## src/rtl/ffra_pkg.sv

```systemverilog
// ----------------------------------------------------------------------------
// ffra_pkg
// Types, codes and sizes shared by the region allocator modules.
// ----------------------------------------------------------------------------
`default_nettype none

package ffra_pkg;

  localparam int unsigned ADDR_W      = 32;
  localparam int unsigned PAGE_BITS   = 12;
  localparam int unsigned MAX_REGIONS = 64;
  localparam int unsigned BASE_W      = ADDR_W - PAGE_BITS;
  localparam int unsigned SIZE_W      = BASE_W + 1;
  localparam int unsigned BYTES_W     = ADDR_W + 1;
  localparam int unsigned IDX_W       = $clog2(MAX_REGIONS);
  localparam int unsigned CNT_W       = $clog2(MAX_REGIONS + 1);
  localparam int unsigned CMD_W       = 3;
  localparam int unsigned STAT_W      = 3;
  localparam int unsigned COUNT_OUT_W = 7;
  localparam int unsigned CFG_AW      = 4;
  localparam int unsigned CFG_DW      = 64;
  localparam int unsigned SPAN_PAGES  = 1 << BASE_W;

  localparam logic [CMD_W-1:0] CMD_INIT   = 3'd0;
  localparam logic [CMD_W-1:0] CMD_LOOKUP = 3'd1;
  localparam logic [CMD_W-1:0] CMD_ALLOC  = 3'd2;
  localparam logic [CMD_W-1:0] CMD_FIXED  = 3'd3;
  localparam logic [CMD_W-1:0] CMD_FREE   = 3'd4;
  localparam logic [CMD_W-1:0] CMD_MERGE  = 3'd5;

  localparam logic [STAT_W-1:0] ST_OK        = 3'd0;
  localparam logic [STAT_W-1:0] ST_NOT_FOUND = 3'd1;
  localparam logic [STAT_W-1:0] ST_NO_FIT    = 3'd2;
  localparam logic [STAT_W-1:0] ST_FULL      = 3'd3;
  localparam logic [STAT_W-1:0] ST_BAD_SIZE  = 3'd4;
  localparam logic [STAT_W-1:0] ST_BAD_CMD   = 3'd5;

  typedef struct packed {
    logic [CMD_W-1:0]  cmd;
    logic [ADDR_W-1:0] address;
    logic [ADDR_W-1:0] size_bytes;
  } in_t;

  typedef struct packed {
    logic [STAT_W-1:0]      status;
    logic [ADDR_W-1:0]      region_base;
    logic [BYTES_W-1:0]     region_size;
    logic                   region_is_free;
    logic [COUNT_OUT_W-1:0] region_count;
  } out_t;

  typedef struct packed {
    logic [STAT_W-1:0]  status;
    logic [ADDR_W-1:0]  base;
    logic [BYTES_W-1:0] size;
    logic               free;
  } res_t;

  typedef struct packed {
    logic [BASE_W-1:0] base;
    logic [SIZE_W-1:0] size;
    logic              free;
  } entry_t;

  typedef enum logic [3:0] {
    S_BOOT, S_IDLE, S_DISP, S_RD, S_CHK, S_DECIDE, S_SH_RD, S_SH_WR,
    S_WR_L, S_WR_M, S_WR_R, S_MFIN, S_DONE
  } state_e;

  typedef enum logic [1:0] {IDX_HOLD, IDX_INC, IDX_DEC, IDX_TOP} idx_op_e;

  typedef enum logic [2:0] {
    WR_NONE, WR_SHIFT, WR_LEFT, WR_MID, WR_RIGHT, WR_FREE, WR_MACC
  } wr_e;

  typedef enum logic [1:0] {CNT_HOLD, CNT_ADD_NEED, CNT_MERGE} cnt_op_e;

  typedef enum logic [2:0] {RES_KEEP, RES_ZERO, RES_ENT, RES_FREED, RES_ALLOC} res_op_e;

  typedef struct packed {
    logic              load;
    logic              init;
    logic              rd;
    idx_op_e           idx_op;
    logic              hit;
    logic              merge_step;
    wr_e               wr;
    cnt_op_e           cnt_op;
    res_op_e           res;
    logic [STAT_W-1:0] status;
    logic              publish;
  } dp_cmd_t;

  typedef struct packed {
    logic [CMD_W-1:0] req_cmd;
    logic             count_zero;
    logic             last;
    logic             match;
    logic             bad_size;
    logic             hit_free;
    logic             fit_fail;
    logic             full;
    logic             need_zero;
    logic             has_off;
    logic             has_rem;
    logic             shift_any;
    logic             shift_more;
  } dp_stat_t;

endpackage

`default_nettype wire

```

## src/rtl/ffra_dp.sv

```systemverilog
// ----------------------------------------------------------------------------
// ffra_dp
// Region table memory, working registers and compare/split arithmetic.
// ----------------------------------------------------------------------------
`default_nettype none

module ffra_dp (
  input  logic                            clk_i,
  input  logic                            rst_ni,
  input  ffra_pkg::dp_cmd_t               cmd_i,
  output ffra_pkg::dp_stat_t              stat_o,
  input  ffra_pkg::in_t                   in_data_i,
  input  logic [ffra_pkg::ADDR_W-1:0]     space_base_i,
  input  logic [ffra_pkg::BYTES_W-1:0]    space_size_i,
  output ffra_pkg::out_t                  out_data_o
);

  localparam int unsigned AW = ffra_pkg::ADDR_W;
  localparam int unsigned PB = ffra_pkg::PAGE_BITS;
  localparam int unsigned BW = ffra_pkg::BASE_W;
  localparam int unsigned SW = ffra_pkg::SIZE_W;
  localparam int unsigned IW = ffra_pkg::IDX_W;
  localparam int unsigned CW = ffra_pkg::CNT_W;

  ffra_pkg::entry_t mem [ffra_pkg::MAX_REGIONS];
  ffra_pkg::entry_t rd_q, ent_q;

  logic [ffra_pkg::CMD_W-1:0] cmd_q;
  logic [AW-1:0]              addr_q;
  logic [SW-1:0]              pages_q, off_q;
  logic                       bad_q;
  logic [CW-1:0]              count_q;
  logic [IW-1:0]              idx_q, wi_q, hit_q;
  ffra_pkg::res_t             res_q;
  ffra_pkg::out_t             out_q;

  logic [AW:0]      round_sum;
  logic [BW-1:0]    ap, init_bp, mid_base, right_base;
  logic [SW-1:0]    init_sp, init_avail, init_pages, e_end, avail, rem;
  logic             contains, match, has_off, has_rem, full, first, join_free;
  logic [1:0]       need;
  logic [CW-1:0]    hit_p1;
  logic [IW-1:0]    mid_idx;
  logic             we;
  logic [IW-1:0]    wa;
  ffra_pkg::entry_t wd;

  assign round_sum  = {1'b0, in_data_i.size_bytes} + (AW+1)'((1 << PB) - 1);

  assign init_bp    = space_base_i[AW-1:PB];
  assign init_sp    = space_size_i[AW:PB];
  assign init_avail = SW'(ffra_pkg::SPAN_PAGES) - {1'b0, init_bp};
  assign init_pages = (init_sp < init_avail) ? init_sp : init_avail;

  assign ap       = addr_q[AW-1:PB];
  assign e_end    = {1'b0, rd_q.base} + rd_q.size;
  assign contains = (ap >= rd_q.base) && ({1'b0, ap} < e_end);

  always_comb begin
    case (cmd_q)
      ffra_pkg::CMD_LOOKUP, ffra_pkg::CMD_FIXED: match = contains;
      ffra_pkg::CMD_ALLOC: match = rd_q.free && (rd_q.size >= pages_q);
      ffra_pkg::CMD_FREE:  match = !(|addr_q[PB-1:0]) && (ap == rd_q.base);
      default:             match = 1'b0;
    endcase
  end

  assign avail      = ent_q.size - off_q;
  assign rem        = avail - pages_q;
  assign has_off    = (off_q != '0);
  assign has_rem    = (rem != '0);
  assign need       = {1'b0, has_off} + {1'b0, has_rem};
  assign full       = ({1'b0, count_q} + (CW+1)'(need)) > (CW+1)'(ffra_pkg::MAX_REGIONS);
  assign mid_base   = ent_q.base + off_q[BW-1:0];
  assign right_base = mid_base + pages_q[BW-1:0];
  assign mid_idx    = hit_q + IW'(has_off);
  assign hit_p1     = CW'(hit_q) + CW'(1);
  assign first      = (idx_q == '0);
  assign join_free  = ent_q.free && rd_q.free;

  always_comb begin
    stat_o.req_cmd    = cmd_q;
    stat_o.count_zero = (count_q == '0);
    stat_o.last       = (CW'(idx_q) + CW'(1)) == count_q;
    stat_o.match      = match;
    stat_o.bad_size   = bad_q;
    stat_o.hit_free   = ent_q.free;
    stat_o.fit_fail   = !ent_q.free || (avail < pages_q);
    stat_o.full       = full;
    stat_o.need_zero  = (need == 2'd0);
    stat_o.has_off    = has_off;
    stat_o.has_rem    = has_rem;
    stat_o.shift_any  = count_q > hit_p1;
    stat_o.shift_more = CW'(idx_q) > hit_p1;
  end

  always_comb begin
    we = 1'b1;
    wa = '0;
    wd = ent_q;
    case (cmd_i.wr)
      ffra_pkg::WR_SHIFT: begin
        wa = idx_q + IW'(need);
        wd = rd_q;
      end
      ffra_pkg::WR_LEFT: begin
        wa = hit_q;
        wd = '{base: ent_q.base, size: off_q, free: 1'b1};
      end
      ffra_pkg::WR_MID: begin
        wa = mid_idx;
        wd = '{base: mid_base, size: pages_q, free: 1'b0};
      end
      ffra_pkg::WR_RIGHT: begin
        wa = mid_idx + IW'(1);
        wd = '{base: right_base, size: rem, free: 1'b1};
      end
      ffra_pkg::WR_FREE: begin
        wa = hit_q;
        wd = '{base: ent_q.base, size: ent_q.size, free: 1'b1};
      end
      ffra_pkg::WR_MACC: begin
        wa = wi_q;
      end
      default: begin
        we = 1'b0;
      end
    endcase
    if (cmd_i.init) begin
      we = (init_pages != '0);
      wa = '0;
      wd = '{base: init_bp, size: init_pages, free: 1'b1};
    end
    if (cmd_i.merge_step && !first && !join_free) begin
      we = 1'b1;
      wa = wi_q;
      wd = ent_q;
    end
  end

  always_ff @(posedge clk_i) begin
    if (we) begin
      mem[wa] <= wd;
    end
    if (cmd_i.rd) begin
      rd_q <= mem[idx_q];
    end
  end

  always_ff @(posedge clk_i or negedge rst_ni) begin
    if (!rst_ni) begin
      count_q <= '0;
      idx_q   <= '0;
      wi_q    <= '0;
    end else begin
      if (cmd_i.load) begin
        idx_q <= '0;
        wi_q  <= '0;
      end else begin
        case (cmd_i.idx_op)
          ffra_pkg::IDX_INC: idx_q <= idx_q + IW'(1);
          ffra_pkg::IDX_DEC: idx_q <= idx_q - IW'(1);
          ffra_pkg::IDX_TOP: idx_q <= IW'(count_q - CW'(1));
          default:           idx_q <= idx_q;
        endcase
      end
      if (cmd_i.merge_step && !first && !join_free) begin
        wi_q <= wi_q + IW'(1);
      end
      if (cmd_i.init) begin
        count_q <= (init_pages != '0) ? CW'(1) : '0;
      end else begin
        case (cmd_i.cnt_op)
          ffra_pkg::CNT_ADD_NEED: count_q <= count_q + CW'(need);
          ffra_pkg::CNT_MERGE:    count_q <= CW'(wi_q) + CW'(1);
          default:                count_q <= count_q;
        endcase
      end
    end
  end

  always_ff @(posedge clk_i) begin
    if (cmd_i.load) begin
      cmd_q   <= in_data_i.cmd;
      addr_q  <= in_data_i.address;
      pages_q <= SW'(round_sum[AW-1:PB]);
      bad_q   <= (in_data_i.size_bytes == '0) || round_sum[AW] ||
                 ((in_data_i.cmd == ffra_pkg::CMD_FIXED) && (|in_data_i.address[PB-1:0]));
    end
    if (cmd_i.hit) begin
      ent_q <= rd_q;
      hit_q <= idx_q;
      off_q <= (cmd_q == ffra_pkg::CMD_FIXED) ? SW'(ap - rd_q.base) : '0;
    end
    if (cmd_i.merge_step) begin
      if (!first && join_free) begin
        ent_q.size <= ent_q.size + rd_q.size;
      end else begin
        ent_q <= rd_q;
      end
    end
    if (cmd_i.init) begin
      res_q.status <= ffra_pkg::ST_OK;
      res_q.base   <= (init_pages != '0) ? {init_bp, PB'(0)} : '0;
      res_q.size   <= {init_pages, PB'(0)};
      res_q.free   <= (init_pages != '0);
    end else begin
      case (cmd_i.res)
        ffra_pkg::RES_ZERO: res_q <= '{status: cmd_i.status, default: '0};
        ffra_pkg::RES_ENT:
          res_q <= '{status: ffra_pkg::ST_OK, base: {ent_q.base, PB'(0)},
                     size: {ent_q.size, PB'(0)}, free: ent_q.free};
        ffra_pkg::RES_FREED:
          res_q <= '{status: ffra_pkg::ST_OK, base: {ent_q.base, PB'(0)},
                     size: {ent_q.size, PB'(0)}, free: 1'b1};
        ffra_pkg::RES_ALLOC:
          res_q <= '{status: ffra_pkg::ST_OK, base: {mid_base, PB'(0)},
                     size: {pages_q, PB'(0)}, free: 1'b0};
        default: res_q <= res_q;
      endcase
    end
    if (cmd_i.publish) begin
      out_q <= '{status: res_q.status, region_base: res_q.base, region_size: res_q.size,
                 region_is_free: res_q.free,
                 region_count: ffra_pkg::COUNT_OUT_W'(count_q)};
    end
  end

  assign out_data_o = out_q;

endmodule

`default_nettype wire

```

## src/rtl/ffra_ctrl.sv

```systemverilog
// ----------------------------------------------------------------------------
// ffra_ctrl
// Command sequencer: scan, shift, split-write, merge and result handoff.
// ----------------------------------------------------------------------------
`default_nettype none

module ffra_ctrl (
  input  logic               clk_i,
  input  logic               rst_ni,
  input  logic               in_valid_i,
  output logic               in_ready_o,
  output logic               out_valid_o,
  input  logic               out_ready_i,
  input  ffra_pkg::dp_stat_t stat_i,
  output ffra_pkg::dp_cmd_t  cmd_o
);

  ffra_pkg::state_e  state_q, state_d;
  logic              out_valid_q, out_valid_d;
  ffra_pkg::dp_cmd_t c;
  logic [ffra_pkg::STAT_W-1:0] miss_st;

  assign miss_st = (stat_i.req_cmd == ffra_pkg::CMD_ALLOC) ? ffra_pkg::ST_NO_FIT
                                                           : ffra_pkg::ST_NOT_FOUND;

  always_ff @(posedge clk_i or negedge rst_ni) begin
    if (!rst_ni) begin
      state_q     <= ffra_pkg::S_BOOT;
      out_valid_q <= 1'b0;
    end else begin
      state_q     <= state_d;
      out_valid_q <= out_valid_d;
    end
  end

  always_comb begin
    c          = '0;
    state_d    = state_q;
    in_ready_o = 1'b0;
    case (state_q)
      ffra_pkg::S_BOOT: begin
        c.init  = 1'b1;
        state_d = ffra_pkg::S_IDLE;
      end
      ffra_pkg::S_IDLE: begin
        in_ready_o = 1'b1;
        if (in_valid_i) begin
          c.load  = 1'b1;
          state_d = ffra_pkg::S_DISP;
        end
      end
      ffra_pkg::S_DISP: begin
        state_d = ffra_pkg::S_DONE;
        case (stat_i.req_cmd)
          ffra_pkg::CMD_INIT: c.init = 1'b1;
          ffra_pkg::CMD_LOOKUP, ffra_pkg::CMD_FREE: begin
            if (stat_i.count_zero) begin
              c.res    = ffra_pkg::RES_ZERO;
              c.status = ffra_pkg::ST_NOT_FOUND;
            end else begin
              state_d = ffra_pkg::S_RD;
            end
          end
          ffra_pkg::CMD_ALLOC, ffra_pkg::CMD_FIXED: begin
            if (stat_i.bad_size) begin
              c.res    = ffra_pkg::RES_ZERO;
              c.status = ffra_pkg::ST_BAD_SIZE;
            end else if (stat_i.count_zero) begin
              c.res    = ffra_pkg::RES_ZERO;
              c.status = miss_st;
            end else begin
              state_d = ffra_pkg::S_RD;
            end
          end
          ffra_pkg::CMD_MERGE: begin
            if (stat_i.count_zero) begin
              c.res    = ffra_pkg::RES_ZERO;
              c.status = ffra_pkg::ST_OK;
            end else begin
              state_d = ffra_pkg::S_RD;
            end
          end
          default: begin
            c.res    = ffra_pkg::RES_ZERO;
            c.status = ffra_pkg::ST_BAD_CMD;
          end
        endcase
      end
      ffra_pkg::S_RD: begin
        c.rd    = 1'b1;
        state_d = ffra_pkg::S_CHK;
      end
      ffra_pkg::S_CHK: begin
        if (stat_i.req_cmd == ffra_pkg::CMD_MERGE) begin
          c.merge_step = 1'b1;
          if (stat_i.last) begin
            state_d = ffra_pkg::S_MFIN;
          end else begin
            c.idx_op = ffra_pkg::IDX_INC;
            state_d  = ffra_pkg::S_RD;
          end
        end else if (stat_i.match) begin
          c.hit   = 1'b1;
          state_d = ffra_pkg::S_DECIDE;
        end else if (stat_i.last) begin
          c.res    = ffra_pkg::RES_ZERO;
          c.status = miss_st;
          state_d  = ffra_pkg::S_DONE;
        end else begin
          c.idx_op = ffra_pkg::IDX_INC;
          state_d  = ffra_pkg::S_RD;
        end
      end
      ffra_pkg::S_DECIDE: begin
        state_d = ffra_pkg::S_DONE;
        case (stat_i.req_cmd)
          ffra_pkg::CMD_LOOKUP: c.res = ffra_pkg::RES_ENT;
          ffra_pkg::CMD_FREE: begin
            if (stat_i.hit_free) begin
              c.res    = ffra_pkg::RES_ZERO;
              c.status = ffra_pkg::ST_NO_FIT;
            end else begin
              c.wr  = ffra_pkg::WR_FREE;
              c.res = ffra_pkg::RES_FREED;
            end
          end
          default: begin
            if (stat_i.fit_fail) begin
              c.res    = ffra_pkg::RES_ZERO;
              c.status = ffra_pkg::ST_NO_FIT;
            end else if (stat_i.full) begin
              c.res    = ffra_pkg::RES_ZERO;
              c.status = ffra_pkg::ST_FULL;
            end else if (stat_i.need_zero) begin
              state_d = ffra_pkg::S_WR_M;
            end else if (stat_i.shift_any) begin
              c.idx_op = ffra_pkg::IDX_TOP;
              state_d  = ffra_pkg::S_SH_RD;
            end else begin
              state_d = stat_i.has_off ? ffra_pkg::S_WR_L : ffra_pkg::S_WR_M;
            end
          end
        endcase
      end
      ffra_pkg::S_SH_RD: begin
        c.rd    = 1'b1;
        state_d = ffra_pkg::S_SH_WR;
      end
      ffra_pkg::S_SH_WR: begin
        c.wr = ffra_pkg::WR_SHIFT;
        if (stat_i.shift_more) begin
          c.idx_op = ffra_pkg::IDX_DEC;
          state_d  = ffra_pkg::S_SH_RD;
        end else begin
          state_d = stat_i.has_off ? ffra_pkg::S_WR_L : ffra_pkg::S_WR_M;
        end
      end
      ffra_pkg::S_WR_L: begin
        c.wr    = ffra_pkg::WR_LEFT;
        state_d = ffra_pkg::S_WR_M;
      end
      ffra_pkg::S_WR_M: begin
        c.wr     = ffra_pkg::WR_MID;
        c.res    = ffra_pkg::RES_ALLOC;
        c.cnt_op = ffra_pkg::CNT_ADD_NEED;
        state_d  = stat_i.has_rem ? ffra_pkg::S_WR_R : ffra_pkg::S_DONE;
      end
      ffra_pkg::S_WR_R: begin
        c.wr    = ffra_pkg::WR_RIGHT;
        state_d = ffra_pkg::S_DONE;
      end
      ffra_pkg::S_MFIN: begin
        c.wr     = ffra_pkg::WR_MACC;
        c.cnt_op = ffra_pkg::CNT_MERGE;
        c.res    = ffra_pkg::RES_ZERO;
        c.status = ffra_pkg::ST_OK;
        state_d  = ffra_pkg::S_DONE;
      end
      ffra_pkg::S_DONE: begin
        if (!out_valid_q || out_ready_i) begin
          c.publish = 1'b1;
          state_d   = ffra_pkg::S_IDLE;
        end
      end
      default: state_d = ffra_pkg::S_IDLE;
    endcase
  end

  always_comb begin
    if (c.publish) begin
      out_valid_d = 1'b1;
    end else if (out_ready_i) begin
      out_valid_d = 1'b0;
    end else begin
      out_valid_d = out_valid_q;
    end
  end

  assign cmd_o       = c;
  assign out_valid_o = out_valid_q;

endmodule

`default_nettype wire

```

## src/rtl/first_fit_region_allocator_core.sv

```systemverilog
// ----------------------------------------------------------------------------
// first_fit_region_allocator_core
// Address-ordered region table with first-fit/fixed allocation, free,
// lookup and coalescing; one result word per command word.
//
//   port group   dir   handshake             payload
//   in           in    in_valid/in_ready     in_data_i  (ffra_pkg::in_t)
//   out          out   out_valid/out_ready   out_data_o (ffra_pkg::out_t)
//   cfg          in    APB psel/penable      paddr/pwdata/prdata (64 bit)
//
// One command at a time. A table scan reads each entry visited in S_RD and
// checks it in S_CHK (one memory read port, registered read data); a split
// shifts the tail of the table one entry at a time through S_SH_RD and
// S_SH_WR, then up to 3 writes. After reset the table is loaded from the
// configuration registers in S_BOOT before the first word is taken.
// A stalled result word sits in the output register; the next command is
// taken meanwhile and waits only for its own handoff.
// ----------------------------------------------------------------------------
`default_nettype none

module first_fit_region_allocator_core (
  input  logic                          clk_i,
  input  logic                          rst_ni,
  input  logic                          in_valid_i,
  output logic                          in_ready_o,
  input  ffra_pkg::in_t                 in_data_i,
  output logic                          out_valid_o,
  input  logic                          out_ready_i,
  output ffra_pkg::out_t                out_data_o,
  input  logic                          psel,
  input  logic                          penable,
  input  logic                          pwrite,
  input  logic [ffra_pkg::CFG_AW-1:0]   paddr,
  input  logic [ffra_pkg::CFG_DW-1:0]   pwdata,
  output logic [ffra_pkg::CFG_DW-1:0]   prdata,
  output logic                          pready
);

  logic [ffra_pkg::ADDR_W-1:0]  space_base_q;
  logic [ffra_pkg::BYTES_W-1:0] space_size_q;
  ffra_pkg::dp_cmd_t            dp_cmd;
  ffra_pkg::dp_stat_t           dp_stat;

  always_ff @(posedge clk_i or negedge rst_ni) begin
    if (!rst_ni) begin
      space_base_q <= '0;
      space_size_q <= ffra_pkg::BYTES_W'(1) << ffra_pkg::ADDR_W;
    end else if (psel && penable && pwrite) begin
      if (paddr[3]) begin
        space_size_q <= pwdata[ffra_pkg::BYTES_W-1:0];
      end else begin
        space_base_q <= pwdata[ffra_pkg::ADDR_W-1:0];
      end
    end
  end

  assign pready = 1'b1;
  assign prdata = paddr[3] ? ffra_pkg::CFG_DW'(space_size_q) : ffra_pkg::CFG_DW'(space_base_q);

  ffra_ctrl u_ctrl (
    .clk_i       (clk_i),
    .rst_ni      (rst_ni),
    .in_valid_i  (in_valid_i),
    .in_ready_o  (in_ready_o),
    .out_valid_o (out_valid_o),
    .out_ready_i (out_ready_i),
    .stat_i      (dp_stat),
    .cmd_o       (dp_cmd)
  );

  ffra_dp u_dp (
    .clk_i        (clk_i),
    .rst_ni       (rst_ni),
    .cmd_i        (dp_cmd),
    .stat_o       (dp_stat),
    .in_data_i    (in_data_i),
    .space_base_i (space_base_q),
    .space_size_i (space_size_q),
    .out_data_o   (out_data_o)
  );

endmodule

`default_nettype wire

```

## config.mk

```make
export PLATFORM = sky130hd
export DESIGN_NAME = first_fit_region_allocator_core
export DESIGN_NICKNAME = d
export VERILOG_FILES = /design/src/rtl/ffra_pkg.sv /design/src/rtl/ffra_dp.sv /design/src/rtl/ffra_ctrl.sv /design/src/rtl/first_fit_region_allocator_core.sv
export SDC_FILE = /design/constraint.sdc
export NUM_CORES = 2
export LEC_CHECK = 0
export BUFFER_PORTS_ARGS = -buffer_cell sky130_fd_sc_hd__buf_2
export CAP_MARGIN = 20
export CORE_UTILIZATION = 35
export CTS_BUF_LIST = sky130_fd_sc_hd__clkbuf_8
export CTS_CLUSTER_SIZE = 40
export DETAILED_ROUTE_END_ITERATION = 16
export GPL_TIMING_DRIVEN = 0
export SYNTH_ARGS = -nofsm -noshare
export SYNTH_HDL_FRONTEND = slang
export SYNTH_SLANG_ARGS = --single-unit
```

## constraint.sdc

```tcl
create_clock -name clk_i -period 18.25 [get_ports clk_i]
set_input_delay 0 -clock clk_i [delete_from_list [all_inputs] [get_ports clk_i]]
set_output_delay 0 -clock clk_i [all_outputs]
set_load 0.02 [all_outputs]
```

==> out/results.ini <==
[run_status]
status=finished clean

[flow_run]
maxCapViolations=0

[placement]
globalplace.congestion=0.961
io_buffers=194
hpwl_mm=277

[clocking]
hold_buffers=227
clk_latency_ns=1.14
htreeDepth=5
ctsLongestPathBuffers=4
cts_tree=done
cts_buffers=465
cts_resized=0
clkTransAtPathRegs_ns=0.06
cts-root-buf=clkbuf_8
cts_setup_buffers=0
clock-sinks=3041

[route]
drt-total-wl_mm=386
post_drt_via_cell_ratio=5.55
drt_iter0_drc=8572
drc=0
vias=71580
antenna_left=0
dr.pass1.iters=7
wl_per_cell_um=29.9

[setup_path]
r2r_end=u_dp.mem[56][16]$_DFFE_PP_
crit_required_ns=19.04
worstReg2RegStart=u_dp.off_q[1]$_SDFFCE_PN0P_
worst-setup-path-type=reg2reg
slowest_delay_ns=1.02
rr_worst_depth=31
slowest_stage=a311oi_4
path_max_fanout=11
worstPathArrival_ns=12.58
endpoint_kind=register
rrSetupSlack_ns=6.46
start_kind=register

[global_routing]
gr-usage-all-layers=0.206
grt_max_degree=66
overflow=0
grt_pass1_wl_mm=537
grt_pass1_vias=71367
antenna_found_initial=45

[synthesis]
yosysUniqueCellTypes=94
syn_inst=6517
seq_area_frac_synth=0.710
synthTopCellsByArea=edfxtp_1, mux4_2, ha_1
yosysMostFrequentCell=edfxtp_1
synth-seq-cells=3041
yosysTopAreaCell=edfxtp_1
synth_top_flop_cell=edfxtp_1
synth.avg_cell_area_um2=19.6
synth_edf_count=2928
synthArstFlopShare=0.0293
yosysWarnings=0
yosys-top-cells-count=edfxtp_1, mux4_2, nor2_1
synth_top_area_frac=0.689
synth_area_um2=128000

[floorplan]
die_area_um2=367000
coreArea_um2=363000
num_io_pins=285
initial_core_util=0.352
fp.dieH_um=606
fp-row-count=221
die_width_um=606

[worst_hold_path]
hold_end=u_dp.bad_q$_DFFE_PP_
hp-class=in2reg
hold_depth=5
min_from=in_data_i[41]

[cells_and_area]
fin_nets=8085
layout-drive-gt1-share=0.275
multi_input_area_um2=36000
area_growth_pct=18.4
regArea_um2=90600
nFillCells=31808

[timing]
tightest_slew_ns=1.22
relSlewSlack=0.180
timing.fmax_mhz=84.8
skew_ns=0.119
slew_viol_final=0
setup_viol=0
setup_tns_ns=0
rsz0062_at_grt=no
hold_violations=0
min_period_ns=11.79
post-route-period-util=0.646
whs_ns=0.107

[power_and_ir_drop]
leakage_nw=48.9
netSwitchingPower_mw=9.47
seqPwrFrac=0.407
ir_drop_uv=104
power_density_nw_per_um2=170
p_comb_frac=0.386
p_int_mw=16.2
power.share.clock=0.207
switching_share=0.369
total_power_mw=25.7

[cells in the final DEF (no fill, tap or decap), types with 119 or more instances in the layout]
master and n:
ha_1 225, clkbuf_1 208, clkinv_1 159, nand2_1 186
dlygate4sd3_1 226, a21oi_1 157, clkbuf_8 472, edfxtp_1 2928
buf_12 123, inv_1 267, buf_2 200, o21ai_0 119
nor2_1 180, mux4_2 882
[flip-flops by register name, indices dropped and copies added, names as in the netlist, 7 cells and up]
register and count:
u_dp.res_q 45, u_dp.ent_q 41, space_size_q 33, u_dp.rd_q 42
u_dp.pages_q 20, u_dp.mem 2688, u_dp.out_data_o 52, u_dp.off_q 21
u_dp.count_q 7, space_base_q 32, u_dp.addr_q 32
[power by group through the flow]
stage / combinational, mW / sequential [mW] / clock (mW)
after floorplan: 5.09 / 10.6 / 0
after global placement: 8.49 / 11.0 / 0
after detailed placement: 9.69 / 10.6 / 0
after CTS: 9.76 / 10.4 / 5.42
after global routing: 10.4 / 10.5 / 5.70
final: 9.92 / 10.4 / 5.32
[worst max path at each step]
stage,from,endpoint,slack (ns),cells after the start
global route,u_dp.off_q[1]$_SDFFCE_PN0P_,u_dp.mem[56][16]$_DFFE_PP_,6.03,31
CTS,u_dp.off_q[1]$_SDFFCE_PN0P_,u_dp.mem[56][16]$_DFFE_PP_,6.76,31
global placement,u_dp.off_q[1]$_SDFFCE_PN0P_,u_dp.mem[40][22]$_DFFE_PP_,0.43,27
floorplan,u_dp.off_q[1]$_SDFFCE_PN0P_,u_dp.mem[16][0]$_DFFE_PP_,8.49,28
detailed placement,u_dp.off_q[1]$_SDFFCE_PN0P_,u_dp.mem[56][8]$_DFFE_PP_,6.80,31
finish,u_dp.off_q[1]$_SDFFCE_PN0P_,u_dp.mem[56][16]$_DFFE_PP_,6.46,31
[area by class of cell]
type                    instances  share of cell area
flip-flops and latches       3041               0.600
multi-input cells            3032               0.238
repair buffers                671              0.0515
clock buffers                 472              0.0430
well taps                    4794              0.0397
clock inverters               371              0.0135
plain buffers                 353              0.0104
inverters                     145             0.00360
diodes                          8            0.000133
[through the flow]
step	setup WS (ns)	utilization	cell area [um2]	instances
finish	6.46	0.417	151000	12887
detailed placement	6.80	0.386	140000	11785
global placement	0.425	0.372	135000	11559
CTS	6.76	0.416	151000	12855
floorplan	8.49	-	128000	6571
global route	6.03	0.417	151000	12880
[critical path: cells and delay by family (launching register included)]
family          cells  cell delay, ns
fa+ha+maj           5            1.98
flops               1            0.63
buf+inv             5            0.92
simple gates        5            2.16
xor+xnor            3            0.53
compound gates     13            5.23
[cell families after synthesis]
family          after synthesis  synth area share
compound gates              721            0.0388
xor+xnor                    172            0.0120
fa+ha+maj                   234            0.0235
buf+inv                     498            0.0164
flops                      3041             0.710
mux                        1013             0.167
other cells                   2         0.0000588
simple gates                836            0.0319
[routing by layer]
layer	share of wire	vias to the layer above	global-route usage
met1	0.40	37830	0.275
met5	0.000034	-	0
met2	0.47	3570	0.333
met4	0.038	2	0.0759
li1	-	29502	-
met3	0.089	676	0.0439
Power figures use the tool's default switching activity.
